<file path="config.mk">
export PLATFORM = sky130hd
export DESIGN_NAME = prefix_expression_stack_evaluator_top_flat
export DESIGN_NICKNAME = d
export VERILOG_FILES = /design/src/rtl/pese_pkg.sv /design/src/rtl/pese_if.sv /design/src/rtl/pese_ram.sv /design/src/rtl/pese_alu.sv /design/src/rtl/prefix_expression_stack_evaluator_top.sv /design/src/flat_wrapper.sv
export SDC_FILE = /design/constraint.sdc
export NUM_CORES = 2
export LEC_CHECK = 0
export BUFFER_PORTS_ARGS = -buffer_cell sky130_fd_sc_hd__buf_2
export CELL_PAD_IN_SITES_DETAIL_PLACEMENT = 1
export CELL_PAD_IN_SITES_GLOBAL_PLACEMENT = 2
export CORE_MARGIN = 2
export CORE_UTILIZATION = 49
export DETAILED_ROUTE_END_ITERATION = 12
export MAX_ROUTING_LAYER = met4
export PLACE_DENSITY_LB_ADDON = 0.1
export SYNTH_ARGS = -nofsm -noshare
export SYNTH_HDL_FRONTEND = slang
export SYNTH_SLANG_ARGS = --single-unit
</file>
<file path="constraint.sdc">
create_clock -name clock -period 10 [get_ports clock]
set_input_delay 1 -clock clock [delete_from_list [all_inputs] [get_ports clock]]
set_output_delay 1 -clock clock [all_outputs]
set_load 0.01 [all_outputs]
</file>
<file path="src/rtl/pese_pkg.sv">
// package of widths, opcodes, status codes and shared types for the stack evaluator
`timescale 1ns / 1ps
`default_nettype none
package pese_pkg;

   localparam int DATA_W   = 32;
   localparam int NUM_W    = 31;
   localparam int OP_W     = 3;
   localparam int STATUS_W = 2;

   // token opcodes
   localparam logic [OP_W-1:0] OP_PUSH = 3'd0;
   localparam logic [OP_W-1:0] OP_ADD  = 3'd1;
   localparam logic [OP_W-1:0] OP_SUB  = 3'd2;
   localparam logic [OP_W-1:0] OP_MUL  = 3'd3;
   localparam logic [OP_W-1:0] OP_DIV  = 3'd4;
   localparam logic [OP_W-1:0] OP_REM  = 3'd5;

   // result status codes
   localparam logic [STATUS_W-1:0] STATUS_OK       = 2'd0;
   localparam logic [STATUS_W-1:0] STATUS_ILLEGAL  = 2'd1;
   localparam logic [STATUS_W-1:0] STATUS_DIVZERO  = 2'd2;
   localparam logic [STATUS_W-1:0] STATUS_OVERFLOW = 2'd3;

   // sequencer to arithmetic unit
   typedef struct packed {
      logic            start;
      logic [OP_W-1:0] op;
   } alu_req_type;

   // arithmetic unit to sequencer
   typedef struct packed {
      logic done;
   } alu_rsp_type;

endpackage
`default_nettype wire

</file>
<file path="src/rtl/pese_if.sv">
// valid/ready channel interfaces for tokens and results
`timescale 1ns / 1ps
`default_nettype none
interface pese_req_if;
   import pese_pkg::*;

   logic             valid;
   logic             ready;
   logic [OP_W-1:0]  opcode;
   logic [NUM_W-1:0] number_value;
   logic             last_token;

   modport source (output valid, output opcode, output number_value, output last_token,
                   input ready);
   modport sink   (input valid, input opcode, input number_value, input last_token,
                   output ready);
   modport monitor (input valid, input ready, input opcode, input number_value,
                    input last_token);
endinterface

interface pese_rsp_if;
   import pese_pkg::*;

   logic                     valid;
   logic                     ready;
   logic signed [DATA_W-1:0] result_value;
   logic [STATUS_W-1:0]      status;

   modport source (output valid, output result_value, output status, input ready);
   modport sink   (input valid, input result_value, input status, output ready);
   modport monitor (input valid, input ready, input result_value, input status);
endinterface
`default_nettype wire

</file>
<file path="src/rtl/pese_ram.sv">
// generic single write, single read ram with registered read data
`timescale 1ns / 1ps
`default_nettype none
module pese_ram #(
   parameter int WIDTH = 32,
   parameter int DEPTH = 64,
   localparam int ADDR_W = (DEPTH > 1) ? $clog2(DEPTH) : 1
) (
   input  logic              clock,
   input  logic              wr_en,
   input  logic [ADDR_W-1:0] wr_addr,
   input  logic [WIDTH-1:0]  wr_data,
   input  logic              rd_en,
   input  logic [ADDR_W-1:0] rd_addr,
   output logic [WIDTH-1:0]  rd_data
);

   logic [WIDTH-1:0] mem_ff [DEPTH];
   logic [WIDTH-1:0] rd_data_ff;

   // write port and registered read port
   always_ff @(posedge clock) begin
      if (wr_en) begin
         mem_ff[wr_addr] <= wr_data;
      end
      if (rd_en) begin
         rd_data_ff <= mem_ff[rd_addr];
      end
   end

   assign rd_data = rd_data_ff;

endmodule
`default_nettype wire

</file>
<file path="src/rtl/pese_alu.sv">
// shared arithmetic unit: add, subtract, multiply and a radix-2 divider
`timescale 1ns / 1ps
`default_nettype none
module pese_alu (
   input  logic                       clock,
   input  logic                       reset,
   input  pese_pkg::alu_req_type      req_ctl,
   input  logic [pese_pkg::DATA_W-1:0] a,
   input  logic [pese_pkg::DATA_W-1:0] b,
   output pese_pkg::alu_rsp_type      rsp_ctl,
   output logic [pese_pkg::DATA_W-1:0] result
);
   import pese_pkg::*;

   localparam int STEP_W = $clog2(DATA_W);
   localparam logic [STEP_W-1:0] LAST_STEP = STEP_W'(DATA_W - 1);

   typedef enum logic [2:0] {
      ALU_IDLE = 3'b001,
      ALU_DIV  = 3'b010,
      ALU_FIX  = 3'b100
   } alu_state_type;

   alu_state_type       state_ff, state_in;
   logic                done_ff, done_in;
   logic [DATA_W-1:0]   result_ff, result_in;
   logic [DATA_W-1:0]   rem_ff, rem_in;
   logic [DATA_W-1:0]   quo_ff, quo_in;
   logic [DATA_W-1:0]   mb_ff, mb_in;
   logic [STEP_W-1:0]   step_ff, step_in;
   logic                neg_q_ff, neg_q_in;
   logic                neg_r_ff, neg_r_in;
   logic                is_rem_ff, is_rem_in;

   logic [DATA_W-1:0]   mag_a;
   logic [DATA_W-1:0]   mag_b;
   logic [DATA_W-1:0]   product;
   logic [DATA_W:0]     shifted;
   logic [DATA_W:0]     trial;

   // operand magnitudes, wrapped product and one restoring step
   always_comb begin
      mag_a   = a[DATA_W-1] ? (DATA_W'(0) - a) : a;
      mag_b   = b[DATA_W-1] ? (DATA_W'(0) - b) : b;
      product = a * b;
      shifted = {rem_ff, quo_ff[DATA_W-1]};
      trial   = shifted - {1'b0, mb_ff};
   end

   // sequencing of the unit
   always_comb begin
      state_in  = state_ff;
      done_in   = 1'b0;
      result_in = result_ff;
      rem_in    = rem_ff;
      quo_in    = quo_ff;
      mb_in     = mb_ff;
      step_in   = step_ff;
      neg_q_in  = neg_q_ff;
      neg_r_in  = neg_r_ff;
      is_rem_in = is_rem_ff;
      unique case (state_ff)
         ALU_IDLE: begin
            if (req_ctl.start) begin
               unique case (req_ctl.op) inside
                  OP_ADD: begin
                     result_in = a + b;
                     done_in   = 1'b1;
                  end
                  OP_SUB: begin
                     result_in = a - b;
                     done_in   = 1'b1;
                  end
                  OP_MUL: begin
                     result_in = product;
                     done_in   = 1'b1;
                  end
                  OP_DIV, OP_REM: begin
                     rem_in    = '0;
                     quo_in    = mag_a;
                     mb_in     = mag_b;
                     step_in   = '0;
                     neg_q_in  = a[DATA_W-1] ^ b[DATA_W-1];
                     neg_r_in  = a[DATA_W-1];
                     is_rem_in = (req_ctl.op == OP_REM);
                     state_in  = ALU_DIV;
                  end
                  default: begin
                     result_in = '0;
                     done_in   = 1'b1;
                  end
               endcase
            end
         end
         ALU_DIV: begin
            // one quotient bit a cycle, most significant first
            if (!trial[DATA_W]) begin
               rem_in = trial[DATA_W-1:0];
               quo_in = {quo_ff[DATA_W-2:0], 1'b1};
            end else begin
               rem_in = shifted[DATA_W-1:0];
               quo_in = {quo_ff[DATA_W-2:0], 1'b0};
            end
            step_in = step_ff + 1'b1;
            if (step_ff == LAST_STEP) begin
               state_in = ALU_FIX;
            end
         end
         ALU_FIX: begin
            // restore the signs of quotient and remainder
            if (is_rem_ff) begin
               result_in = neg_r_ff ? (DATA_W'(0) - rem_ff) : rem_ff;
            end else begin
               result_in = neg_q_ff ? (DATA_W'(0) - quo_ff) : quo_ff;
            end
            done_in  = 1'b1;
            state_in = ALU_IDLE;
         end
         default: begin
            state_in = ALU_IDLE;
         end
      endcase
   end

   // control registers
   always_ff @(posedge clock) begin
      if (reset) begin
         state_ff <= ALU_IDLE;
         done_ff  <= 1'b0;
      end else begin
         state_ff <= state_in;
         done_ff  <= done_in;
      end
   end

   // datapath registers
   always_ff @(posedge clock) begin
      result_ff <= result_in;
      rem_ff    <= rem_in;
      quo_ff    <= quo_in;
      mb_ff     <= mb_in;
      step_ff   <= step_in;
      neg_q_ff  <= neg_q_in;
      neg_r_ff  <= neg_r_in;
      is_rem_ff <= is_rem_in;
   end

   assign rsp_ctl.done = done_ff;
   assign result       = result_ff;

endmodule
`default_nettype wire

</file>
<file path="src/rtl/prefix_expression_stack_evaluator_top.sv">
// Prefix expression evaluator: token sequencer around an operand stack ram and
// a shared arithmetic unit.
//
// Tokens enter on req, rightmost first, one beat per token; the beat flagged
// last_token closes the expression. A number is pushed, an operator pops a
// (top) then b and pushes a op b with 32-bit wrap. Only the closing token
// makes a result beat on rsp: the top of stack with ok status, or zero with
// the first error of the expression. Stack and status then clear.
// The block takes one token at a time and holds req.ready low while it works.
// A number or unknown opcode goes from decode to finish; add, subtract,
// multiply, divide or remainder first read b from the ram and then wait on
// the arithmetic unit, where the 32-step radix-2 divider sets the worst case.
// A divide by zero skips the unit, and any token after an error goes from
// decode to finish. The result beat is registered in the finish state and
// sits in an output register until rsp.ready.
// A stalled result does not stop the next tokens; only a further closing
// token waits for the output register to empty.
// Synchronous reset empties the stack, clears the status and drops rsp.valid;
// the stack ram needs no clearing pass.
`timescale 1ns / 1ps
`default_nettype none
module prefix_expression_stack_evaluator_top #(
   parameter int STACK_DEPTH = 64
) (
   input  logic        clock,
   input  logic        reset,
   pese_req_if.sink    req,
   pese_rsp_if.source  rsp
);
   import pese_pkg::*;

   localparam int CNT_W  = $clog2(STACK_DEPTH + 1);
   localparam int ADDR_W = (STACK_DEPTH > 1) ? $clog2(STACK_DEPTH) : 1;

   typedef enum logic [4:0] {
      SEQ_IDLE   = 5'b00001,
      SEQ_DECODE = 5'b00010,
      SEQ_READ   = 5'b00100,
      SEQ_CALC   = 5'b01000,
      SEQ_FINISH = 5'b10000
   } seq_state_type;

   seq_state_type         state_ff, state_in;
   logic [OP_W-1:0]       op_ff, op_in;
   logic [NUM_W-1:0]      num_ff, num_in;
   logic                  last_ff, last_in;
   logic [CNT_W-1:0]      count_ff, count_in;
   logic [STATUS_W-1:0]   err_ff, err_in;
   logic [DATA_W-1:0]     top_ff, top_in;
   logic                  rsp_valid_ff, rsp_valid_in;
   logic [DATA_W-1:0]     rsp_value_ff, rsp_value_in;
   logic [STATUS_W-1:0]   rsp_status_ff, rsp_status_in;

   logic [CNT_W-1:0]      count_m2;
   logic                  ram_wr_en;
   logic [ADDR_W-1:0]     ram_wr_addr;
   logic [DATA_W-1:0]     ram_wr_data;
   logic                  ram_rd_en;
   logic [ADDR_W-1:0]     ram_rd_addr;
   logic [DATA_W-1:0]     ram_rd_data;

   alu_req_type           alu_req;
   alu_rsp_type           alu_rsp;
   logic [DATA_W-1:0]     alu_result;

   // operand stack storage
   pese_ram #(
      .WIDTH (DATA_W),
      .DEPTH (STACK_DEPTH)
   ) u_stack (
      .clock   (clock),
      .wr_en   (ram_wr_en),
      .wr_addr (ram_wr_addr),
      .wr_data (ram_wr_data),
      .rd_en   (ram_rd_en),
      .rd_addr (ram_rd_addr),
      .rd_data (ram_rd_data)
   );

   // shared arithmetic unit, a comes from the top register, b from the ram
   pese_alu u_alu (
      .clock   (clock),
      .reset   (reset),
      .req_ctl (alu_req),
      .a       (top_ff),
      .b       (ram_rd_data),
      .rsp_ctl (alu_rsp),
      .result  (alu_result)
   );

   assign count_m2 = count_ff - CNT_W'(2);

   // token sequencer
   always_comb begin
      state_in      = state_ff;
      op_in         = op_ff;
      num_in        = num_ff;
      last_in       = last_ff;
      count_in      = count_ff;
      err_in        = err_ff;
      top_in        = top_ff;
      rsp_valid_in  = rsp_valid_ff;
      rsp_value_in  = rsp_value_ff;
      rsp_status_in = rsp_status_ff;
      ram_wr_en     = 1'b0;
      ram_wr_addr   = count_ff[ADDR_W-1:0];
      ram_wr_data   = top_in;
      ram_rd_en     = 1'b0;
      ram_rd_addr   = count_m2[ADDR_W-1:0];
      alu_req.start = 1'b0;
      alu_req.op    = op_ff;

      // result beat taken by the receiver
      if (rsp_valid_ff && rsp.ready) begin
         rsp_valid_in = 1'b0;
      end

      unique case (state_ff)
         SEQ_IDLE: begin
            if (req.valid) begin
               op_in    = req.opcode;
               num_in   = req.number_value;
               last_in  = req.last_token;
               state_in = SEQ_DECODE;
            end
         end
         SEQ_DECODE: begin
            state_in = SEQ_FINISH;
            if (err_ff == STATUS_OK) begin
               unique case (op_ff) inside
                  OP_PUSH: begin
                     if (count_ff >= CNT_W'(STACK_DEPTH)) begin
                        err_in = STATUS_OVERFLOW;
                     end else begin
                        top_in      = DATA_W'(num_ff);
                        ram_wr_en   = 1'b1;
                        ram_wr_data = DATA_W'(num_ff);
                        count_in    = count_ff + 1'b1;
                     end
                  end
                  OP_ADD, OP_SUB, OP_MUL, OP_DIV, OP_REM: begin
                     if (count_ff < CNT_W'(2)) begin
                        err_in = STATUS_ILLEGAL;
                     end else begin
                        ram_rd_en = 1'b1;
                        state_in  = SEQ_READ;
                     end
                  end
                  default: begin
                     state_in = SEQ_FINISH;
                  end
               endcase
            end
         end
         SEQ_READ: begin
            // b is now out of the ram
            if (((op_ff == OP_DIV) || (op_ff == OP_REM)) && (ram_rd_data == '0)) begin
               err_in   = STATUS_DIVZERO;
               count_in = count_m2;
               state_in = SEQ_FINISH;
            end else begin
               alu_req.start = 1'b1;
               state_in      = SEQ_CALC;
            end
         end
         SEQ_CALC: begin
            // the result replaces b, one entry fewer
            if (alu_rsp.done) begin
               top_in      = alu_result;
               ram_wr_en   = 1'b1;
               ram_wr_addr = count_m2[ADDR_W-1:0];
               ram_wr_data = alu_result;
               count_in    = count_ff - 1'b1;
               state_in    = SEQ_FINISH;
            end
         end
         SEQ_FINISH: begin
            if (!last_ff) begin
               state_in = SEQ_IDLE;
            end else if (!rsp_valid_ff || rsp.ready) begin
               rsp_valid_in = 1'b1;
               if (err_ff != STATUS_OK) begin
                  rsp_value_in  = '0;
                  rsp_status_in = err_ff;
               end else if (count_ff == '0) begin
                  rsp_value_in  = '0;
                  rsp_status_in = STATUS_ILLEGAL;
               end else begin
                  rsp_value_in  = top_ff;
                  rsp_status_in = STATUS_OK;
               end
               count_in = '0;
               err_in   = STATUS_OK;
               state_in = SEQ_IDLE;
            end
         end
         default: begin
            state_in = SEQ_IDLE;
         end
      endcase
   end

   // control registers
   always_ff @(posedge clock) begin
      if (reset) begin
         state_ff     <= SEQ_IDLE;
         count_ff     <= '0;
         err_ff       <= STATUS_OK;
         rsp_valid_ff <= 1'b0;
      end else begin
         state_ff     <= state_in;
         count_ff     <= count_in;
         err_ff       <= err_in;
         rsp_valid_ff <= rsp_valid_in;
      end
   end

   // payload registers
   always_ff @(posedge clock) begin
      op_ff         <= op_in;
      num_ff        <= num_in;
      last_ff       <= last_in;
      top_ff        <= top_in;
      rsp_value_ff  <= rsp_value_in;
      rsp_status_ff <= rsp_status_in;
   end

   assign req.ready        = (state_ff == SEQ_IDLE);
   assign rsp.valid        = rsp_valid_ff;
   assign rsp.result_value = $signed(rsp_value_ff);
   assign rsp.status       = rsp_status_ff;

endmodule
`default_nettype wire

</file>
<file path="src/flat_wrapper.sv">
// flat-port wrapper written by rule: the top's interface ports become plain ports
module prefix_expression_stack_evaluator_top_flat import pese_pkg::*;
#(
   parameter int STACK_DEPTH = 64
)
  (clock, reset, req_valid, req_opcode, req_number_value, req_last_token, req_ready, rsp_valid, rsp_result_value, rsp_status, rsp_ready);
  pese_req_if req_i ();
  pese_rsp_if rsp_i ();
  input  logic clock;
  input  logic reset;
  input wire logic [$bits(req_i.valid)-1:0] req_valid;
  input wire logic [$bits(req_i.opcode)-1:0] req_opcode;
  input wire logic [$bits(req_i.number_value)-1:0] req_number_value;
  input wire logic [$bits(req_i.last_token)-1:0] req_last_token;
  output wire logic [$bits(req_i.ready)-1:0] req_ready;
  output wire logic [$bits(rsp_i.valid)-1:0] rsp_valid;
  output wire logic [$bits(rsp_i.result_value)-1:0] rsp_result_value;
  output wire logic [$bits(rsp_i.status)-1:0] rsp_status;
  input wire logic [$bits(rsp_i.ready)-1:0] rsp_ready;
  assign req_i.valid = req_valid;
  assign req_i.opcode = req_opcode;
  assign req_i.number_value = req_number_value;
  assign req_i.last_token = req_last_token;
  assign req_ready = req_i.ready;
  assign rsp_valid = rsp_i.valid;
  assign rsp_result_value = rsp_i.result_value;
  assign rsp_status = rsp_i.status;
  assign rsp_i.ready = rsp_ready;
  prefix_expression_stack_evaluator_top #(.STACK_DEPTH(STACK_DEPTH)) u_core (.clock(clock), .reset(reset), .req(req_i), .rsp(rsp_i));
endmodule
</file>
==> qor.csv <==
metric;value;unit
status;complete, no violations;
syn_to_final_growth;11.3;%
viasPerCell;6.13;
grt_max_degree;112;
ys_ff_latch;2336;
timing.final.crit_period;8.19;ns
avgSynthCellArea;17.0;um^2
cts.clk_slew.worst_paths;0.06;ns
num_vias;60436;
die_w;480;um
worst_pin_slew;1.36;ns
worst_ep_arrival_time;8.86;ns
clkPwrFrac;0.360;
seqPwrFrac;0.455;
ant_nets;0;
synth_flop_cell;edfxtp_1;
min_from;req_opcode[1];
pwr-share-comb;0.185;
syn-instance-count;6527;
clock_latency;0.90;ns
worst_slack;1.81;ns
hold_buffers;0;
cts_root_buf;clkbuf_16;
grt_pass1_vias;63779;
timing.setup.tns;0;ns
grt_overflow;0;
cts_tree;done;
rrSetupSlack;1.81;ns
rsz0062_at_grt;no;
pre_cts_ws;1.76;ns
crit_type;register to register;
fin_crit_sh;0.819;
yosysWarnings;0;
post_dp_cell_area;0.116;mm^2
final_core_util;0.549;
hold_depth;1;
start_util;0.493;
worstHoldEndpoint;u_core.op_ff[1]$_DFFE_PP_;
syn-cell-area;0.111;mm^2
cp-start-kind;register;
synth.area.top_cells;edfxtp_1 62%, mux4_2 13%, fa_1 7.4%;
yosys-top-cells-count;2285 x edfxtp_1, 664 x mux4_2, 485 x inv_1;
gp_congestion;0.890;
hold_viol;0;
synth_edf_count;2285;
maxCapViolCount;0;
drt_wl_total;325000;um
synth-async-reset-ratio;0;
num_rows;174;
clock_sinks;2336;
required;10.67;ns
grt_pass1_wl;468000;um
hp-class;input port to register;
p_int;17.7;mW
postCtsSetupBuffers;0;
grt_usage;0.294;
r2r_end;u_core.u_alu.result[23]$_DFFE_PP_;
whs;0.323;ns
synth_most_common_cell;edfxtp_1;
core;0.225;mm^2
netSwitchingFraction;0.277;
setup_viol;0;
portBuffers;74;
syn_nets;7176;
post_drt_wl_per_cell;32.9;um
drt_iter0_drc;5927;
cts_buffer_depth;3;
drv_slew;0;
vdd_drop_max;0.000173;V
ctsHtreeMaxLevel;4;
nNetsFinal;7309;
r2r_cells;23;
fp.dieArea;0.230;mm^2
yosysTopAreaCellShare;0.618;
cp_max_fo;28;
postCtsResizedCells;0;
dp_hpwl;201000;um
slew_headroom;0.0925;
synth_top_cell_by_area;edfxtp_1;
seq_area_frac_synth;0.627;
final_area;0.124;mm^2
chipHeight;480;um
antenna_found_initial;15;
drive_above_1_share;0.205;
fmax;122;MHz
p_leak;42.4;nW
r2r-start;u_core.u_stack.rd_data[2]$_DFFE_PP_;
drc;0;
firstDrtPassIters;7;
end_kind;register;
ios;75;
ys_types;71;
skew;0.0930;ns
power.switching;6.80;mW
p_per_area;198;mW/mm^2
cts_buffers;236;
==> kinds of logic after synthesis <==
kind of cell,share of synthesized area
compound gates,0.0324
xor+xnor,0.0230
fa+ha+maj,0.0965
buf+inv,0.0290
flops,0.627
mux,0.139
simple gates,0.0527
==> layout by cell type (no fill, tap or decap), types with 32 or more instances in the layout <==
cell          n
buf_2        74
a21o_1       32
inv_1       456
clkbuf_16   237
mux2i_1      46
edfxtp_1   2285
xnor2_1     168
clkbuf_1     51
o31ai_1      51
xor2_1      120
ha_1        198
fa_1        411
nand2_1     395
clkinv_2     48
and2_1      348
nor3_1       35
nand2b_1     41
dfxtp_1      46
nor2_1      124
clkinv_1     59
o21ai_0     155
nor2_4       60
a21oi_1     128
buf_4       182
mux4_2      664
==> power by group through the flow <==
| stage | clock network, mW | registers, mW | logic [mW] |
|---|---|---|---|
| 2_1_floorplan | 0 | 11.3 | 2.91 |
| 3_3_place_gp | 0 | 11.4 | 4.44 |
| 3_5_place_dp | 0 | 11.4 | 4.52 |
| 4_1_cts | 8.98 | 11.1 | 4.56 |
| 5_1_grt | 9.31 | 11.1 | 4.98 |
| 6_report | 8.83 | 11.1 | 4.54 |
==> cell type report <==
cell class / instances / area (um^2)
flip-flops and latches: 2336 / 69600
fillers: 20333 / 101000
repair buffers: 263 / 1880
diodes: 13 / 32.5
clock inverters: 148 / 1580
inverters: 485 / 1820
well taps: 2992 / 3740
multi-input cells: 3338 / 38800
clock buffers: 290 / 6150
==> layer usage <==
metal	up-vias	global-route usage	part of all wire
li1	24992	-	-
met1	32810	0.397	0.41
met2	2148	0.475	0.50
met3	486	0.0366	0.058
met4	0	0.0837	0.032
met5	-	-	0
==> registers in the layout (all words and copies together) (netlist names), 2 cells and up <==
register                 flops
u_core.u_stack.mem_ff     2048
u_core.rsp.result_value     32
u_core.top_ff               32
u_core.u_alu.mb_ff          32
u_core.u_alu.quo_ff         32
u_core.u_alu.rem_ff         32
u_core.u_alu.result         32
u_core.u_stack.rd_data      32
u_core.num_ff               31
u_core.count_ff              7
u_core.state_ff              5
u_core.u_alu.step_ff         5
u_core.op_ff                 3
u_core.u_alu.state_ff        3
u_core.err_ff                2
u_core.rsp.status            2
==> through the flow <==
stage,power [mW],instances
global route,25.4,9854
finish,24.5,9865
CTS,24.7,9852
floorplan,14.2,6527
global placement,15.8,9414
detailed placement,15.9,9414
==> worst max path at each step <==
stage | from | endpoint | slack [ns] | depth (start not counted)
finish | u_core.u_stack.rd_data[2]$_DFFE_PP_ | u_core.u_alu.result[23]$_DFFE_PP_ | 1.81 | 23
floorplan | u_core.u_stack.rd_data[5]$_DFFE_PP_ | u_core.u_alu.result[31]$_DFFE_PP_ | 2.72 | 26
CTS | u_core.u_stack.rd_data[2]$_DFFE_PP_ | u_core.u_alu.result[29]$_DFFE_PP_ | 1.73 | 24
global route | u_core.u_stack.rd_data[5]$_DFFE_PP_ | u_core.u_alu.result[29]$_DFFE_PP_ | 1.40 | 25
global placement | u_core.u_stack.rd_data[2]$_DFFE_PP_ | u_core.u_alu.result[31]$_DFFE_PP_ | 1.76 | 24
detailed placement | u_core.u_stack.rd_data[2]$_DFFE_PP_ | u_core.u_alu.result[29]$_DFFE_PP_ | 1.76 | 24
==> critical path, cell delays in order, from the launching register on <==
cell,delay (ns)
edfxtp_1,0.82
and2_1,0.39
fa_1,0.54
inv_1,0.05
fa_1,0.49
fa_1,0.47
fa_1,0.56
inv_1,0.05
fa_1,0.50
inv_1,0.05
fa_1,0.55
inv_1,0.06
fa_1,0.50
fa_1,0.42
ha_1,0.38
nand2_1,0.15
nor3_1,0.25
o211ai_1,0.21
a21oi_1,0.27
and2_1,0.21
o21ai_0,0.10
a211oi_1,0.62
a221oi_1,0.20
a21oi_1,0.18
No activity file was read; power rests on OpenSTA's default activity.
